==> config.mk <==
export PLATFORM = sky130hd
export DESIGN_NAME = radix_digit_string_formatter_flat
export DESIGN_NICKNAME = d
export VERILOG_FILES = /design/src/hw/rtl/rdsf_pkg.sv /design/src/hw/rtl/rdsf_req_if.sv /design/src/hw/rtl/rdsf_rsp_if.sv /design/src/hw/rtl/radix_digit_string_formatter.sv /design/src/hw/rtl/rdsf_csr.sv /design/src/hw/rtl/rdsf_ctrl.sv /design/src/hw/rtl/rdsf_dp.sv /design/src/flat_wrapper.sv
export SDC_FILE = /design/constraint.sdc
export NUM_CORES = 2
export LEC_CHECK = 0
export ABC_AREA = 1
export BUFFER_PORTS_ARGS = -buffer_cell sky130_fd_sc_hd__buf_2
export CAP_MARGIN = 20
export CORE_MARGIN = 2
export CORE_UTILIZATION = 35
export DETAILED_ROUTE_END_ITERATION = 10
export PLACE_DENSITY_LB_ADDON = 0.2
export SYNTH_ARGS = -nofsm -noshare
export SYNTH_HDL_FRONTEND = slang
export SYNTH_SLANG_ARGS = --single-unit
export TNS_END_PERCENT = 100
==> constraint.sdc <==
create_clock -name clock -period 13.25 [get_ports clock]
set_clock_uncertainty 0.15 [all_clocks]
set_input_delay 2.65 -clock clock [delete_from_list [all_inputs] [get_ports clock]]
set_output_delay 2.65 -clock clock [all_outputs]
set_load 0.03 [all_outputs]
==> src/hw/rtl/rdsf_pkg.sv <==
`default_nettype none

package rdsf_pkg;

   // Field widths
   localparam int VALUE_W    = 32;
   localparam int CHAR_W     = 8;
   localparam int DCOUNT_W   = 5;
   localparam int ALPHA_W    = 64;
   localparam int CSR_DATA_W = 64;
   localparam int CSR_ADDR_W = 5;

   // Alphabet layout: 16 byte-wide symbol slots over two 64-bit words
   localparam int NUM_SLOTS     = 16;
   localparam int SLOTS_PER_W   = ALPHA_W / CHAR_W;
   localparam int SYM_W         = $clog2(NUM_SLOTS);
   localparam int MAX_SYMBOLS   = 16;

   // Conversion: 8 quotient bits per cycle
   localparam int DIV_BITS   = 8;
   localparam int DIV_CYCLES = VALUE_W / DIV_BITS;
   localparam int DIV_CNT_W  = $clog2(DIV_CYCLES);
   localparam int NDIG_W     = $clog2(VALUE_W + 1);

   // Register indexes (address bits above the 8-byte word offset)
   localparam int REG_IDX_W = CSR_ADDR_W - 3;
   localparam logic [REG_IDX_W-1:0] REG_DIGIT_COUNT   = REG_IDX_W'(0);
   localparam logic [REG_IDX_W-1:0] REG_ALPHABET_LOW  = REG_IDX_W'(1);
   localparam logic [REG_IDX_W-1:0] REG_ALPHABET_HIGH = REG_IDX_W'(2);

   // Register reset values: "0123456789"
   localparam logic [DCOUNT_W-1:0] DIGIT_COUNT_RST   = DCOUNT_W'(10);
   localparam logic [ALPHA_W-1:0]  ALPHABET_LOW_RST  = 64'h3736_3534_3332_3130;
   localparam logic [ALPHA_W-1:0]  ALPHABET_HIGH_RST = 64'h0000_0000_0000_3938;

   // Characters
   localparam logic [CHAR_W-1:0] CHAR_PLUS  = 8'h2B;
   localparam logic [CHAR_W-1:0] CHAR_MINUS = 8'h2D;
   localparam logic [CHAR_W-1:0] CHAR_SPACE = 8'h20;
   localparam logic [CHAR_W-1:0] CHAR_NUL   = 8'h00;

   typedef struct packed {
      logic [DCOUNT_W-1:0] digit_count;
      logic [ALPHA_W-1:0]  alphabet_low;
      logic [ALPHA_W-1:0]  alphabet_high;
   } cfg_type;

   // Controller to datapath
   typedef struct packed {
      logic load;
      logic div_step;
      logic div_last;
      logic emit_sign;
      logic emit_digit;
      logic emit_error;
   } dp_cmd_type;

   // Datapath to controller
   typedef struct packed {
      logic alpha_ok;
      logic negative;
      logic digit_final;
      logic last_digit;
      logic out_free;
   } dp_status_type;

endpackage

`default_nettype wire

==> src/hw/rtl/rdsf_req_if.sv <==
`default_nettype none

interface rdsf_req_if;
   logic                                 valid;
   logic                                 ready;
   logic signed [rdsf_pkg::VALUE_W-1:0]  value;

   modport source (output valid, output value, input ready);
   modport sink   (input valid, input value, output ready);
endinterface

`default_nettype wire

==> src/hw/rtl/rdsf_rsp_if.sv <==
`default_nettype none

interface rdsf_rsp_if;
   logic                           valid;
   logic                           ready;
   logic [rdsf_pkg::CHAR_W-1:0]    character;
   logic                           last;
   logic                           bad_alphabet;

   modport source (output valid, output character, output last, output bad_alphabet,
                   input ready);
   modport sink   (input valid, input character, input last, input bad_alphabet,
                   output ready);
endinterface

`default_nettype wire

==> src/hw/rtl/radix_digit_string_formatter.sv <==
`default_nettype none

// Formats a signed 32-bit value as text in a radix set by the alphabet registers, one
// character per response transaction, sign first, most significant digit first, with
// last marking the final character. An alphabet that is too short, holds '+', '-' or a
// space, or repeats a symbol yields a single response with bad_alphabet set. A shared
// divider produces 8 quotient bits a cycle, digit after digit, and the characters then
// leave at one per cycle while the response side does not stall. A new request is taken
// once the last character sits in the output register. Write the registers only while
// no request is in flight.
module radix_digit_string_formatter (
   input  wire logic                            clock,
   input  wire logic                            reset,
   rdsf_req_if.sink                             req_if,
   rdsf_rsp_if.source                           rsp_if,
   input  wire logic                            csr_psel,
   input  wire logic                            csr_penable,
   input  wire logic                            csr_pwrite,
   input  wire logic [rdsf_pkg::CSR_ADDR_W-1:0] csr_paddr,
   input  wire logic [rdsf_pkg::CSR_DATA_W-1:0] csr_pwdata,
   output logic      [rdsf_pkg::CSR_DATA_W-1:0] csr_prdata,
   output logic                                 csr_pready
);
   import rdsf_pkg::*;

   cfg_type       cfg;
   dp_cmd_type    cmd;
   dp_status_type status;

   rdsf_csr u_csr (
      .clock       (clock),
      .reset       (reset),
      .csr_psel    (csr_psel),
      .csr_penable (csr_penable),
      .csr_pwrite  (csr_pwrite),
      .csr_paddr   (csr_paddr),
      .csr_pwdata  (csr_pwdata),
      .csr_prdata  (csr_prdata),
      .csr_pready  (csr_pready),
      .cfg         (cfg)
   );

   rdsf_ctrl u_ctrl (
      .clock     (clock),
      .reset     (reset),
      .req_valid (req_if.valid),
      .req_ready (req_if.ready),
      .status    (status),
      .cmd       (cmd)
   );

   rdsf_dp u_dp (
      .clock            (clock),
      .reset            (reset),
      .cfg              (cfg),
      .req_value        (req_if.value),
      .rsp_ready        (rsp_if.ready),
      .rsp_valid        (rsp_if.valid),
      .rsp_character    (rsp_if.character),
      .rsp_last         (rsp_if.last),
      .rsp_bad_alphabet (rsp_if.bad_alphabet),
      .cmd              (cmd),
      .status           (status)
   );

endmodule

`default_nettype wire

==> src/hw/rtl/rdsf_csr.sv <==
`default_nettype none

module rdsf_csr (
   input  wire logic                            clock,
   input  wire logic                            reset,
   input  wire logic                            csr_psel,
   input  wire logic                            csr_penable,
   input  wire logic                            csr_pwrite,
   input  wire logic [rdsf_pkg::CSR_ADDR_W-1:0] csr_paddr,
   input  wire logic [rdsf_pkg::CSR_DATA_W-1:0] csr_pwdata,
   output logic      [rdsf_pkg::CSR_DATA_W-1:0] csr_prdata,
   output logic                                 csr_pready,
   output rdsf_pkg::cfg_type                    cfg
);
   import rdsf_pkg::*;

   logic [DCOUNT_W-1:0]  digit_count_ff;
   logic [ALPHA_W-1:0]   alphabet_low_ff;
   logic [ALPHA_W-1:0]   alphabet_high_ff;
   logic [REG_IDX_W-1:0] idx;
   logic                 wr_en;

   assign idx        = csr_paddr[CSR_ADDR_W-1:3];
   assign wr_en      = csr_psel & csr_penable & csr_pwrite;
   assign csr_pready = 1'b1;

   // Write registers in the access phase
   always_ff @(posedge clock) begin
      if (reset) begin
         digit_count_ff   <= DIGIT_COUNT_RST;
         alphabet_low_ff  <= ALPHABET_LOW_RST;
         alphabet_high_ff <= ALPHABET_HIGH_RST;
      end else if (wr_en) begin
         case (idx)
            REG_DIGIT_COUNT:   digit_count_ff   <= csr_pwdata[DCOUNT_W-1:0];
            REG_ALPHABET_LOW:  alphabet_low_ff  <= csr_pwdata[ALPHA_W-1:0];
            REG_ALPHABET_HIGH: alphabet_high_ff <= csr_pwdata[ALPHA_W-1:0];
            default: ;
         endcase
      end
   end

   // Read back
   always_comb begin
      case (idx)
         REG_DIGIT_COUNT:   csr_prdata = CSR_DATA_W'(digit_count_ff);
         REG_ALPHABET_LOW:  csr_prdata = CSR_DATA_W'(alphabet_low_ff);
         REG_ALPHABET_HIGH: csr_prdata = CSR_DATA_W'(alphabet_high_ff);
         default:           csr_prdata = '0;
      endcase
   end

   assign cfg.digit_count   = digit_count_ff;
   assign cfg.alphabet_low  = alphabet_low_ff;
   assign cfg.alphabet_high = alphabet_high_ff;

endmodule

`default_nettype wire

==> src/hw/rtl/rdsf_ctrl.sv <==
`default_nettype none

module rdsf_ctrl (
   input  wire logic                    clock,
   input  wire logic                    reset,
   input  wire logic                    req_valid,
   output logic                         req_ready,
   input  wire rdsf_pkg::dp_status_type status,
   output rdsf_pkg::dp_cmd_type         cmd
);
   import rdsf_pkg::*;

   typedef enum logic [2:0] {
      ST_IDLE,
      ST_CHECK,
      ST_DIV,
      ST_SIGN,
      ST_DIGITS,
      ST_ERROR
   } state_type;

   state_type            state_ff, state_in;
   logic [DIV_CNT_W-1:0] cnt_ff, cnt_in;
   logic                 cnt_last;

   assign cnt_last  = (cnt_ff == DIV_CNT_W'(DIV_CYCLES - 1));
   assign req_ready = (state_ff == ST_IDLE);

   // Next state and datapath commands
   always_comb begin
      state_in = state_ff;
      cnt_in   = cnt_ff;
      cmd      = '0;
      case (state_ff)
         ST_IDLE: begin
            cnt_in = '0;
            if (req_valid) begin
               cmd.load = 1'b1;
               state_in = ST_CHECK;
            end
         end
         ST_CHECK: begin
            state_in = status.alpha_ok ? ST_DIV : ST_ERROR;
         end
         ST_DIV: begin
            cmd.div_step = 1'b1;
            cnt_in       = cnt_ff + DIV_CNT_W'(1);
            if (cnt_last) begin
               cmd.div_last = 1'b1;
               cnt_in       = '0;
               if (status.digit_final) begin
                  state_in = status.negative ? ST_SIGN : ST_DIGITS;
               end
            end
         end
         ST_SIGN: begin
            if (status.out_free) begin
               cmd.emit_sign = 1'b1;
               state_in      = ST_DIGITS;
            end
         end
         ST_DIGITS: begin
            if (status.out_free) begin
               cmd.emit_digit = 1'b1;
               if (status.last_digit) begin
                  state_in = ST_IDLE;
               end
            end
         end
         ST_ERROR: begin
            if (status.out_free) begin
               cmd.emit_error = 1'b1;
               state_in       = ST_IDLE;
            end
         end
         default: begin
            state_in = ST_IDLE;
         end
      endcase
   end

   always_ff @(posedge clock) begin
      if (reset) begin
         state_ff <= ST_IDLE;
         cnt_ff   <= '0;
      end else begin
         state_ff <= state_in;
         cnt_ff   <= cnt_in;
      end
   end

endmodule

`default_nettype wire

==> src/hw/rtl/rdsf_dp.sv <==
`default_nettype none

module rdsf_dp (
   input  wire logic                                clock,
   input  wire logic                                reset,
   input  wire rdsf_pkg::cfg_type                   cfg,
   input  wire logic signed [rdsf_pkg::VALUE_W-1:0] req_value,
   input  wire logic                                rsp_ready,
   output logic                                     rsp_valid,
   output logic             [rdsf_pkg::CHAR_W-1:0]  rsp_character,
   output logic                                     rsp_last,
   output logic                                     rsp_bad_alphabet,
   input  wire rdsf_pkg::dp_cmd_type                cmd,
   output rdsf_pkg::dp_status_type                  status
);
   import rdsf_pkg::*;

   logic [CHAR_W-1:0]   sym [NUM_SLOTS];
   logic [DCOUNT_W-1:0] cap;
   logic [DCOUNT_W-1:0] alen;
   logic                aok;

   logic [DCOUNT_W-1:0] radix_ff;
   logic                alpha_ok_ff;
   logic                neg_ff;
   logic [VALUE_W-1:0]  mag_ff;
   logic [SYM_W-1:0]    rem_ff;
   logic [SYM_W-1:0]    stack_ff [VALUE_W];
   logic [NDIG_W-1:0]   ndig_ff;

   logic [VALUE_W-1:0]  q_next;
   logic [SYM_W-1:0]    r_next;

   logic                out_valid_ff;
   logic [CHAR_W-1:0]   out_char_ff;
   logic                out_last_ff;
   logic                out_bad_ff;

   // Split the alphabet words into symbol slots
   always_comb begin
      for (int i = 0; i < SLOTS_PER_W; i++) begin
         sym[i]               = cfg.alphabet_low[i*CHAR_W +: CHAR_W];
         sym[i + SLOTS_PER_W] = cfg.alphabet_high[i*CHAR_W +: CHAR_W];
      end
   end

   // Alphabet length: digit count capped, then cut at the first zero byte
   always_comb begin
      cap  = (cfg.digit_count > DCOUNT_W'(MAX_SYMBOLS)) ? DCOUNT_W'(MAX_SYMBOLS)
                                                        : cfg.digit_count;
      alen = cap;
      for (int i = NUM_SLOTS - 1; i >= 0; i--) begin
         if (sym[i] == CHAR_NUL && DCOUNT_W'(i) < cap) begin
            alen = DCOUNT_W'(i);
         end
      end
   end

   // Validity: two or more symbols, no sign or space, no repeats
   always_comb begin
      aok = (alen >= DCOUNT_W'(2));
      for (int i = 0; i < NUM_SLOTS; i++) begin
         if (DCOUNT_W'(i) < alen) begin
            if (sym[i] == CHAR_PLUS || sym[i] == CHAR_MINUS || sym[i] == CHAR_SPACE) begin
               aok = 1'b0;
            end
            for (int j = i + 1; j < NUM_SLOTS; j++) begin
               if (DCOUNT_W'(j) < alen && sym[j] == sym[i]) begin
                  aok = 1'b0;
               end
            end
         end
      end
   end

   // Restoring division by the radix, DIV_BITS quotient bits per cycle
   always_comb begin
      logic [SYM_W:0]     r;
      logic [VALUE_W-1:0] q;
      r = {1'b0, rem_ff};
      q = mag_ff;
      for (int k = 0; k < DIV_BITS; k++) begin
         r = {r[SYM_W-1:0], q[VALUE_W-1]};
         q = {q[VALUE_W-2:0], 1'b0};
         if (r >= radix_ff) begin
            r    = r - radix_ff;
            q[0] = 1'b1;
         end
      end
      q_next = q;
      r_next = r[SYM_W-1:0];
   end

   // Load the transaction, then run the conversion
   always_ff @(posedge clock) begin
      if (cmd.load) begin
         radix_ff    <= alen;
         alpha_ok_ff <= aok;
         neg_ff      <= req_value[VALUE_W-1];
         mag_ff      <= req_value[VALUE_W-1] ? (VALUE_W'(0) - VALUE_W'(req_value))
                                             : VALUE_W'(req_value);
         rem_ff      <= '0;
      end else if (cmd.div_step) begin
         mag_ff <= q_next;
         rem_ff <= cmd.div_last ? '0 : r_next;
      end
   end

   // Digit stack: push at the top, most significant digit ends on top
   always_ff @(posedge clock) begin
      if (cmd.div_step && cmd.div_last) begin
         stack_ff[0] <= r_next;
         for (int i = 1; i < VALUE_W; i++) begin
            stack_ff[i] <= stack_ff[i-1];
         end
      end else if (cmd.emit_digit) begin
         for (int i = 0; i < VALUE_W - 1; i++) begin
            stack_ff[i] <= stack_ff[i+1];
         end
      end
   end

   // Digit count
   always_ff @(posedge clock) begin
      if (reset) begin
         ndig_ff <= '0;
      end else if (cmd.load) begin
         ndig_ff <= '0;
      end else if (cmd.div_step && cmd.div_last) begin
         ndig_ff <= ndig_ff + NDIG_W'(1);
      end else if (cmd.emit_digit) begin
         ndig_ff <= ndig_ff - NDIG_W'(1);
      end
   end

   // Output register: hold until taken, reload when free
   always_ff @(posedge clock) begin
      if (reset) begin
         out_valid_ff <= 1'b0;
      end else if (cmd.emit_sign || cmd.emit_digit || cmd.emit_error) begin
         out_valid_ff <= 1'b1;
      end else if (rsp_ready) begin
         out_valid_ff <= 1'b0;
      end
   end

   always_ff @(posedge clock) begin
      if (cmd.emit_sign) begin
         out_char_ff <= CHAR_MINUS;
         out_last_ff <= 1'b0;
         out_bad_ff  <= 1'b0;
      end else if (cmd.emit_digit) begin
         out_char_ff <= sym[stack_ff[0]];
         out_last_ff <= (ndig_ff == NDIG_W'(1));
         out_bad_ff  <= 1'b0;
      end else if (cmd.emit_error) begin
         out_char_ff <= CHAR_NUL;
         out_last_ff <= 1'b1;
         out_bad_ff  <= 1'b1;
      end
   end

   assign rsp_valid        = out_valid_ff;
   assign rsp_character    = out_char_ff;
   assign rsp_last         = out_last_ff;
   assign rsp_bad_alphabet = out_bad_ff;

   assign status.alpha_ok    = alpha_ok_ff;
   assign status.negative    = neg_ff;
   assign status.digit_final = (q_next == '0) || (ndig_ff == NDIG_W'(VALUE_W - 1));
   assign status.last_digit  = (ndig_ff == NDIG_W'(1));
   assign status.out_free    = ~out_valid_ff | rsp_ready;

endmodule

`default_nettype wire
==> src/flat_wrapper.sv <==
// flat-port wrapper written by rule: the top's interface ports become plain ports
module radix_digit_string_formatter_flat import rdsf_pkg::*;
  (clock, reset, csr_psel, csr_penable, csr_pwrite, csr_paddr, csr_pwdata, csr_prdata, csr_pready, req_if_valid, req_if_value, req_if_ready, rsp_if_valid, rsp_if_character, rsp_if_last, rsp_if_bad_alphabet, rsp_if_ready);
  rdsf_req_if req_if_i ();
  rdsf_rsp_if rsp_if_i ();
  input  wire logic clock;
  input  wire logic reset;
  input  wire logic csr_psel;
  input  wire logic csr_penable;
  input  wire logic csr_pwrite;
  input  wire logic [rdsf_pkg::CSR_ADDR_W-1:0] csr_paddr;
  input  wire logic [rdsf_pkg::CSR_DATA_W-1:0] csr_pwdata;
  output logic      [rdsf_pkg::CSR_DATA_W-1:0] csr_prdata;
  output logic csr_pready;
  input wire logic [$bits(req_if_i.valid)-1:0] req_if_valid;
  input wire logic [$bits(req_if_i.value)-1:0] req_if_value;
  output wire logic [$bits(req_if_i.ready)-1:0] req_if_ready;
  output wire logic [$bits(rsp_if_i.valid)-1:0] rsp_if_valid;
  output wire logic [$bits(rsp_if_i.character)-1:0] rsp_if_character;
  output wire logic [$bits(rsp_if_i.last)-1:0] rsp_if_last;
  output wire logic [$bits(rsp_if_i.bad_alphabet)-1:0] rsp_if_bad_alphabet;
  input wire logic [$bits(rsp_if_i.ready)-1:0] rsp_if_ready;
  assign req_if_i.valid = req_if_valid;
  assign req_if_i.value = req_if_value;
  assign req_if_ready = req_if_i.ready;
  assign rsp_if_valid = rsp_if_i.valid;
  assign rsp_if_character = rsp_if_i.character;
  assign rsp_if_last = rsp_if_i.last;
  assign rsp_if_bad_alphabet = rsp_if_i.bad_alphabet;
  assign rsp_if_i.ready = rsp_if_ready;
  radix_digit_string_formatter u_core (.clock(clock), .reset(reset), .req_if(req_if_i), .rsp_if(rsp_if_i), .csr_psel(csr_psel), .csr_penable(csr_penable), .csr_pwrite(csr_pwrite), .csr_paddr(csr_paddr), .csr_pwdata(csr_pwdata), .csr_prdata(csr_prdata), .csr_pready(csr_pready));
endmodule
; Word level (Yosys, flattened, before mapping)
; Memories as Yosys holds them, arrays and structs flattened.
; Cells that the tools add are included.
[op_classes]
eq_ne = 185
bitwise = 36
n_lt_le_gt_ge = 43
n_reduce_logical = 202
addsub = 12
mux = 257
[ops]
columns = operator, count
row1 = $eq 8x8->1, 120
row2 = $eq 8x6->1 const B, 48
row3 = $pmux 64 s3, 1
row4 = $mux 1, 176
row5 = $mux 4, 40
row6 = $logic_and 1x1->1, 137
row7 = $logic_not 8->1, 16
row8 = $mux 32, 3
row9 = $mux 5, 17
row10 = $lt 4x5->1 const A, 16
row11 = $ge 5x5->1, 8
row12 = $lt 3x5->1 const A, 8
row13 = $logic_or 1x1->1, 35
row14 = $bmux 8 s4, 1
row15 = $logic_not 32->1, 1
row16 = $mux 8, 4
row17 = $or 1x1->1, 32
row18 = $sub 1x32->32 const A, 1
row19 = $sub 4x4->4, 8
row20 = $mux 3, 9
row21 = $lt 1x5->1 const A, 4
row22 = $lt 2x5->1 const A, 4
row23 = $pmux 3 s6, 1
row24 = $mux 6, 2
row25 = 26 further kinds, 43
[totals]
word_cells = 751
mem_count = 1
out_inout_bits = 77
input_bits = 108
ff_bits = 198
ramBits = 128
[mem_list]
columns = name, words, word_bits, read_ports, rd_ports_with_merged_regs, write_ports, line_no
row1 = u_core.u_dp.stack_ff, 32, 4, 32, 0, 32, rdsf_dp.sv:28  ; logic [SYM_W-1:0] stack_ff [VALUE_W];

; Longest topological paths before layout
[logic_depth]
ltp_word = 173
depth_mapped = 75
ltp_nobuf = 75

; Modules after synthesis
; A second synthesis with hierarchy kept.
[unflattened]
hier_cells = 4771
hier_area_um2 = 31985.7
[modules_own_cells]
columns = mod, instances, cells_each, area_per_inst_um2, seq_area_each_um2
row1 = rdsf_dp, 1, 3733, 25466.9, 5435.2
row2 = rdsf_csr, 1, 968, 6095.8, 2662.6
row3 = rdsf_ctrl, 1, 70, 422.9, 100.1

; Worst setup path before layout
; No wires, ideal clock.
[synth_path]
path_kind = reg-to-reg
start = register u_core.u_dp.radix_ff[1]
end = register u_core.u_ctrl.state_ff[0]
slack_ns = 1.128
path_buffers = 0
required_time_ns = 13.019
path_stages_with_launch = 73
setup_time_ns = 0.081
t_arrival_ns = 11.891
period_less_slack_ns = 12.122
cell_sequence = edfxtp_1 inv_1 ha_1 nand2_1 nor2_1 a211oi_1 nor2_1 o31ai_1 nand2_1 nor2_1 a21oi_1 ha_1 a21oi_1 o21ai_0 nand2_1 nand2_1 a21oi_1 o21ai_0 [... 37 more ...] nor2_1 o31ai_1 nand2_1 inv_1 nand2_1 o21ai_0 ha_1 nand2_1 inv_1 a21oi_1 nand2_1 a21oi_1 o21bai_1 nor3_1 nand3_1 a211oi_1 o21ai_0 a41oi_1
[synth_via]
elab_chain_cells = 20
word_cells_on_any_way = 34
classes_between = 7 x add/sub / 8 x order compare / 1 x eq/ne / 15 x mux / 3 x reduce/logical
[synth_rtl]
columns = element, line_no
row1 = "start, declared", rdsf_dp.sv:23  ; logic [DCOUNT_W-1:0] radix_ff;
row2 = "start signal, assigned", rdsf_dp.sv:97  ; radix_ff <= alen;
row3 = $sub 4x4->4 or $ge 5x5->1 (tied branches), "rdsf_dp.sv:86, rdsf_dp.sv:85"
row4 = $mux 4, rdsf_dp.sv:85  ; if (r >= radix_ff) begin
row5 = $sub 4x4->4 or $ge 5x5->1 (tied branches), "rdsf_dp.sv:86, rdsf_dp.sv:85"
row6 = $mux 4, rdsf_dp.sv:85
row7 = $sub 4x4->4 or $ge 5x5->1 (tied branches), "rdsf_dp.sv:86, rdsf_dp.sv:85"
row8 = $mux 4, rdsf_dp.sv:85
row9 = $ge 5x5->1 or $sub 4x4->4 (tied branches), "rdsf_dp.sv:85, rdsf_dp.sv:86"
row10 = $mux 4, rdsf_dp.sv:85
row11 = [... 4 more ...], n/a
row12 = $sub 4x4->4 or $ge 5x5->1 (tied branches), "rdsf_dp.sv:86, rdsf_dp.sv:85"
row13 = $mux 4, rdsf_dp.sv:85
row14 = $ge 5x5->1, rdsf_dp.sv:85
row15 = $mux 1, rdsf_dp.sv:85
row16 = $logic_not 32->1 (*), rdsf_dp.sv:170  ; assign status.digit_final = (q_next == '0) || (ndig_ff == NDIG_W'(VALUE_W - 1));
row17 = $logic_or 1x1->1 (*), rdsf_dp.sv:170
row18 = $ne 2x1->1 (no source line) (*), n/a
row19 = $reduce_and 7->1 (no source line) (*), n/a
row20 = "end signal, assigned", rdsf_ctrl.sv:87  ; state_ff <= state_in;
row21 = "end, declared", rdsf_ctrl.sv:22  ; state_type state_ff, state_in;
; Mark *: on every way between the ends. The rest lies on a longest branch, timed or not.
; A chain may end at the register's enable or synchronous reset.

; Final worst setup path
[layout_path]
start = register u_core.u_dp.radix_ff[2]
end = register u_core.u_ctrl.state_ff[0]
[layout_via]
elab_chain_cells = 20
word_cells_on_any_way = 34
classes_between = 7 x add/sub / 8 x order compare / 1 x eq/ne / 15 x mux / 3 x reduce/logical
[layout_rtl]
columns = element, line_no
row1 = $sub 4x4->4 or $ge 5x5->1 (tied branches), "rdsf_dp.sv:86, rdsf_dp.sv:85"
row2 = $mux 4, rdsf_dp.sv:85
row3 = $sub 4x4->4 or $ge 5x5->1 (tied branches), "rdsf_dp.sv:86, rdsf_dp.sv:85"
row4 = $mux 4, rdsf_dp.sv:85
row5 = $ge 5x5->1 or $sub 4x4->4 (tied branches), "rdsf_dp.sv:85, rdsf_dp.sv:86"
row6 = $mux 4, rdsf_dp.sv:85
row7 = $sub 4x4->4 or $ge 5x5->1 (tied branches), "rdsf_dp.sv:86, rdsf_dp.sv:85"
row8 = $mux 4, rdsf_dp.sv:85
row9 = [... 4 more ...], n/a
row10 = $ge 5x5->1 or $sub 4x4->4 (tied branches), "rdsf_dp.sv:85, rdsf_dp.sv:86"
row11 = $mux 4, rdsf_dp.sv:85
row12 = $ge 5x5->1, rdsf_dp.sv:85
row13 = $mux 1, rdsf_dp.sv:85
row14 = $logic_not 32->1 (*), rdsf_dp.sv:170
row15 = $logic_or 1x1->1 (*), rdsf_dp.sv:170
row16 = $ne 2x1->1 (no source line) (*), n/a
row17 = $reduce_and 7->1 (no source line) (*), n/a
; Marks and branches as above.

==> run summary <==
Remaining global-route overflow: 0
Total Wirelength: 164 mm
Final Hold Viols: 0
Placed inst area: 0.0327 sq mm
Final antenna-violating net count: 0
CP max stage cell: o21ai_0
Slew Limit Headroom: 19.9%
Outcome: completed
Final cell utilization of the core: 39.4%
Starting DRT DRC Count: 5293
Post-synth top flop: edfxtp_1
Element type at the critical path start: flop
H-tree lvl count: 2
Leakage power total: 15.2 nW
TNS Setup: 0 ps
Area taken by multi-input logic gates: 0.0199 sq mm
Mapped Avg Cell Area: 6.88 sq um
Maximum fanout along the worst path: 10
Placement Setup Slack: 134 ps
Net count, final: 4621
Area growth syn-to-layout: 11.4%
Mapped Cells: 4454
Seq. cell area: 0.00820 sq mm
Chip width: 300 microns
Total setup violations reported at the end of the flow: 0
Hold/Removal Path Class: flop to flop
Largest stage delay on the critical path: 400 ps
Share of power burned in combinational logic: 62.3%
Arrival time worst endpoint: 12380 ps
Most used cells in the layout excluding fill and tap cells: nand2_1, xor2_1, o21ai_0, nor2_1, xnor2_1
Post-route DRC violation count: 0
Via count of the first global-routing pass: 31.8k
Clock period minus worst slack: 12020 ps
Number of filler instances in the final layout: 9334
Share of the clock period used by the worst path: 90.7%
Die span in y: 300 microns
Seq cells post-synth: 326
Required time worst endpoint: 13610 ps
Unique cell type count in the Yosys netlist: 59
Buffer type at the clock tree root: clkbuf_16
Post-synthesis net count: 4615
Number of vias in the routed layout: 34.2k
Worst-Margin Slew: 1170 ps
DR vias/cell: 6.05
DIE AREA: 0.0900 sq mm
Total standard cell area after synthesis: 0.0307 sq mm
Count of flip-flops with a built-in enable after synthesis: 167
Sequential-to-total area share from yosys stat: 26.7%
Number of buffers and inverters on the critical path: 6
Yosys warnings: 0
Async set-or-reset flop fraction in the synthesized netlist: 0%
Most common library cell in the layout ignoring fill and taps: nand2_1
Number of buffers inserted during clock tree synthesis: 41
GRT Total Usage: 35.4%
I/O Pins: 185
Kind of cell adding the most delay to the critical path: compound AO/OA/AOI/OAI gates
Average routed wire per standard cell: 29.0 microns
Initial antenna violation count: 11
Number of buffers added on ports: 180
Clock-pin slew on the worst setup and hold paths: 60 ps
Final-report max-slew violation count: 0
Highest ir drop seen on vdd: 613 uV
Count of buffers added by post-CTS timing repair for setup: 0
Pin count of the biggest net entering global routing: 92
Maximum number of buffers from clock root to sink: 3
Critical R2R Launch: u_core.u_dp.radix_ff[2]
Worst Setup End Kind: flop
Cell seen most often among critical-path stages: nand2_1
Switching power: 0.00349 W
Area of the core region: 0.0868 sq mm
First-pass iteration count of the detailed router: 8
Placed wire-length estimate: 106 mm
First-pass GRT wire length: 231 mm
First element of the critical path: u_core.u_dp.radix_ff[2]
Clock Power Share: 16.0%
Rows: 108
Critical path class: flop to flop
Achievable frequency: 83.2 MHz
Switching share of power: 48.0%
Weighted congestion at the end of routability-driven global placement: 1.06
Startpoint of the most critical hold path: u_core.u_dp.stack_ff[0][120]
MaxCap Viol Count: 0
RSZ-0062 raised after global routing: false
Clock Sinks: 326
PnR worst setup slack: 1230 ps
Final Instance Area: 0.0341 sq mm
Layout cells sized above 1: 10.4%
Clock tree from TritonCTS: built
Sequential share of power: 21.8%
Power density normalized to cell area: 213 mW/mm^2
Internal power consumption: 0.00378 W
Initial standard-cell utilization of the core: 35.3%
Clock latency of the later-clocked register in the worst-skew pair: 630 ps
## registers in the layout (all words and copies together), names as in the netlist, 2 cells and up
signal,cells
u_core.u_dp.mag_ff,32
u_core.u_dp.rem_ff,4
u_core.u_csr.alphabet_high_ff,64
u_core.u_csr.digit_count_ff,5
u_core.u_dp.rsp_character,8
u_core.u_dp.ndig_ff,6
u_core.u_dp.radix_ff,5
u_core.u_dp.stack_ff,128
u_core.u_ctrl.cnt_ff,2
u_core.u_csr.alphabet_low_ff,64
u_core.u_ctrl.state_ff,3
## timing repair
item / 4_1_cts / 5_1_grt
resized for setup: 0 / 22
setup endpoints to repair: 0 / 12
hold buffers: 0 / 0
## Yosys cell counts, types with 3 or more instances
cell type,n,area (sq um)
nand2_1,1088,4080
xor2_1,515,4510
o21ai_0,321,1610
nor2_1,295,1110
xnor2_1,267,2340
a21oi_1,245,1230
inv_1,235,882
nand3_1,179,896
edfxtp_1,167,5010
clkbuf_1,166,623
dfxtp_1,159,3180
nand4_1,122,763
buf_1,113,424
nor4_1,106,663
buf_2,103,515
nor3_1,70,350
o22ai_1,50,313
ha_1,45,563
o211ai_1,38,285
clkinv_1,23,86.3
a2111oi_0,19,166
inv_2,12,45.0
nand3b_1,11,82.6
o221ai_1,9,78.8
fa_1,8,160
nand2_2,8,50.1
o31ai_1,7,52.6
a211oi_1,6,45.0
o2111ai_1,6,52.6
a21o_1,4,30.0
a31oi_1,4,25.0
buf_4,4,30.0
nor3b_1,4,30.0
a221o_1,3,30.0
a22o_1,3,26.3
a41oi_1,3,26.3
nand3_2,3,30.0
nor2_2,3,18.8
o21ai_1,3,15.0
or2_2,3,18.8
## metal layers
| metal | up-vias | part of all wire, % | GRT usage [%] | wire length (microns) |
|---|---|---|---|---|
| li1 | 14700 | - | - | - |
| met1 | 16000 | 39 | 45.9 | 63800 |
| met2 | 2722 | 39 | 48.7 | 63700 |
| met3 | 790 | 14 | 13.2 | 23700 |
| met4 | 10 | 7.8 | 23.2 | 12800 |
| met5 | - | 0.10 | 1.01 | 170 |
## cell families (layout without fill, tap and decap cells)
| kind of cell | count (synthesis) | in the layout | share of synthesized area [%] |
|---|---|---|---|
| and+or+nand+nor | 1897 | 1897 | 26.5 |
| xor gates and xnor gates | 782 | 782 | 22.3 |
| AOI/OAI and AO/OA | 737 | 737 | 13.4 |
| buffers and inverters | 657 | 693 | 8.54 |
| DFF | 326 | 326 | 26.7 |
| adders and majority gates | 53 | 53 | 2.36 |
| other | 1 | 10 | 0.0122 |
| muxes | 1 | 1 | 0.0327 |
## metrics by stage
step	instances	hold WS, ps	total power (W)
finish	5654	303	0.00726
global route	5647	307	0.00802
CTS	5645	300	0.00716
detailed placement	5572	290	0.00599
global placement	5572	284	0.00592
floorplan	4454	277	0.00479
## final timing paths
| kind | depth (start not counted) | to | slack (ps) |
|---|---|---|---|
| max | 72 | u_core.u_ctrl.state_ff[0] | 1230 |
| min | 0 | u_core.u_dp.stack_ff[0][124] | 300 |
| max reg2reg | 72 | u_core.u_ctrl.state_ff[0] | 1230 |
| min reg2reg | 0 | u_core.u_dp.stack_ff[0][124] | 300 |
## layout make-up
class	instances	share of cell area, %
antenna	9	0.0660
clock buffer	58	3.37
clock inverter	15	0.579
inverter	270	2.98
multi-input combinational	3471	58.4
sequential	326	24.0
tap	1155	4.23
timing repair buffer	350	6.38
## power by group through the flow
stage                     Sequential [W]  Clock (W)  Combinational [W]
after floorplan                  0.00160          0            0.00320
after global placement           0.00159          0            0.00433
after detailed placement         0.00159          0            0.00439
after CTS                        0.00158    0.00118            0.00440
after global routing             0.00160    0.00122            0.00520
final                            0.00158    0.00116            0.00452
No activity file was read; power rests on OpenSTA's default activity.
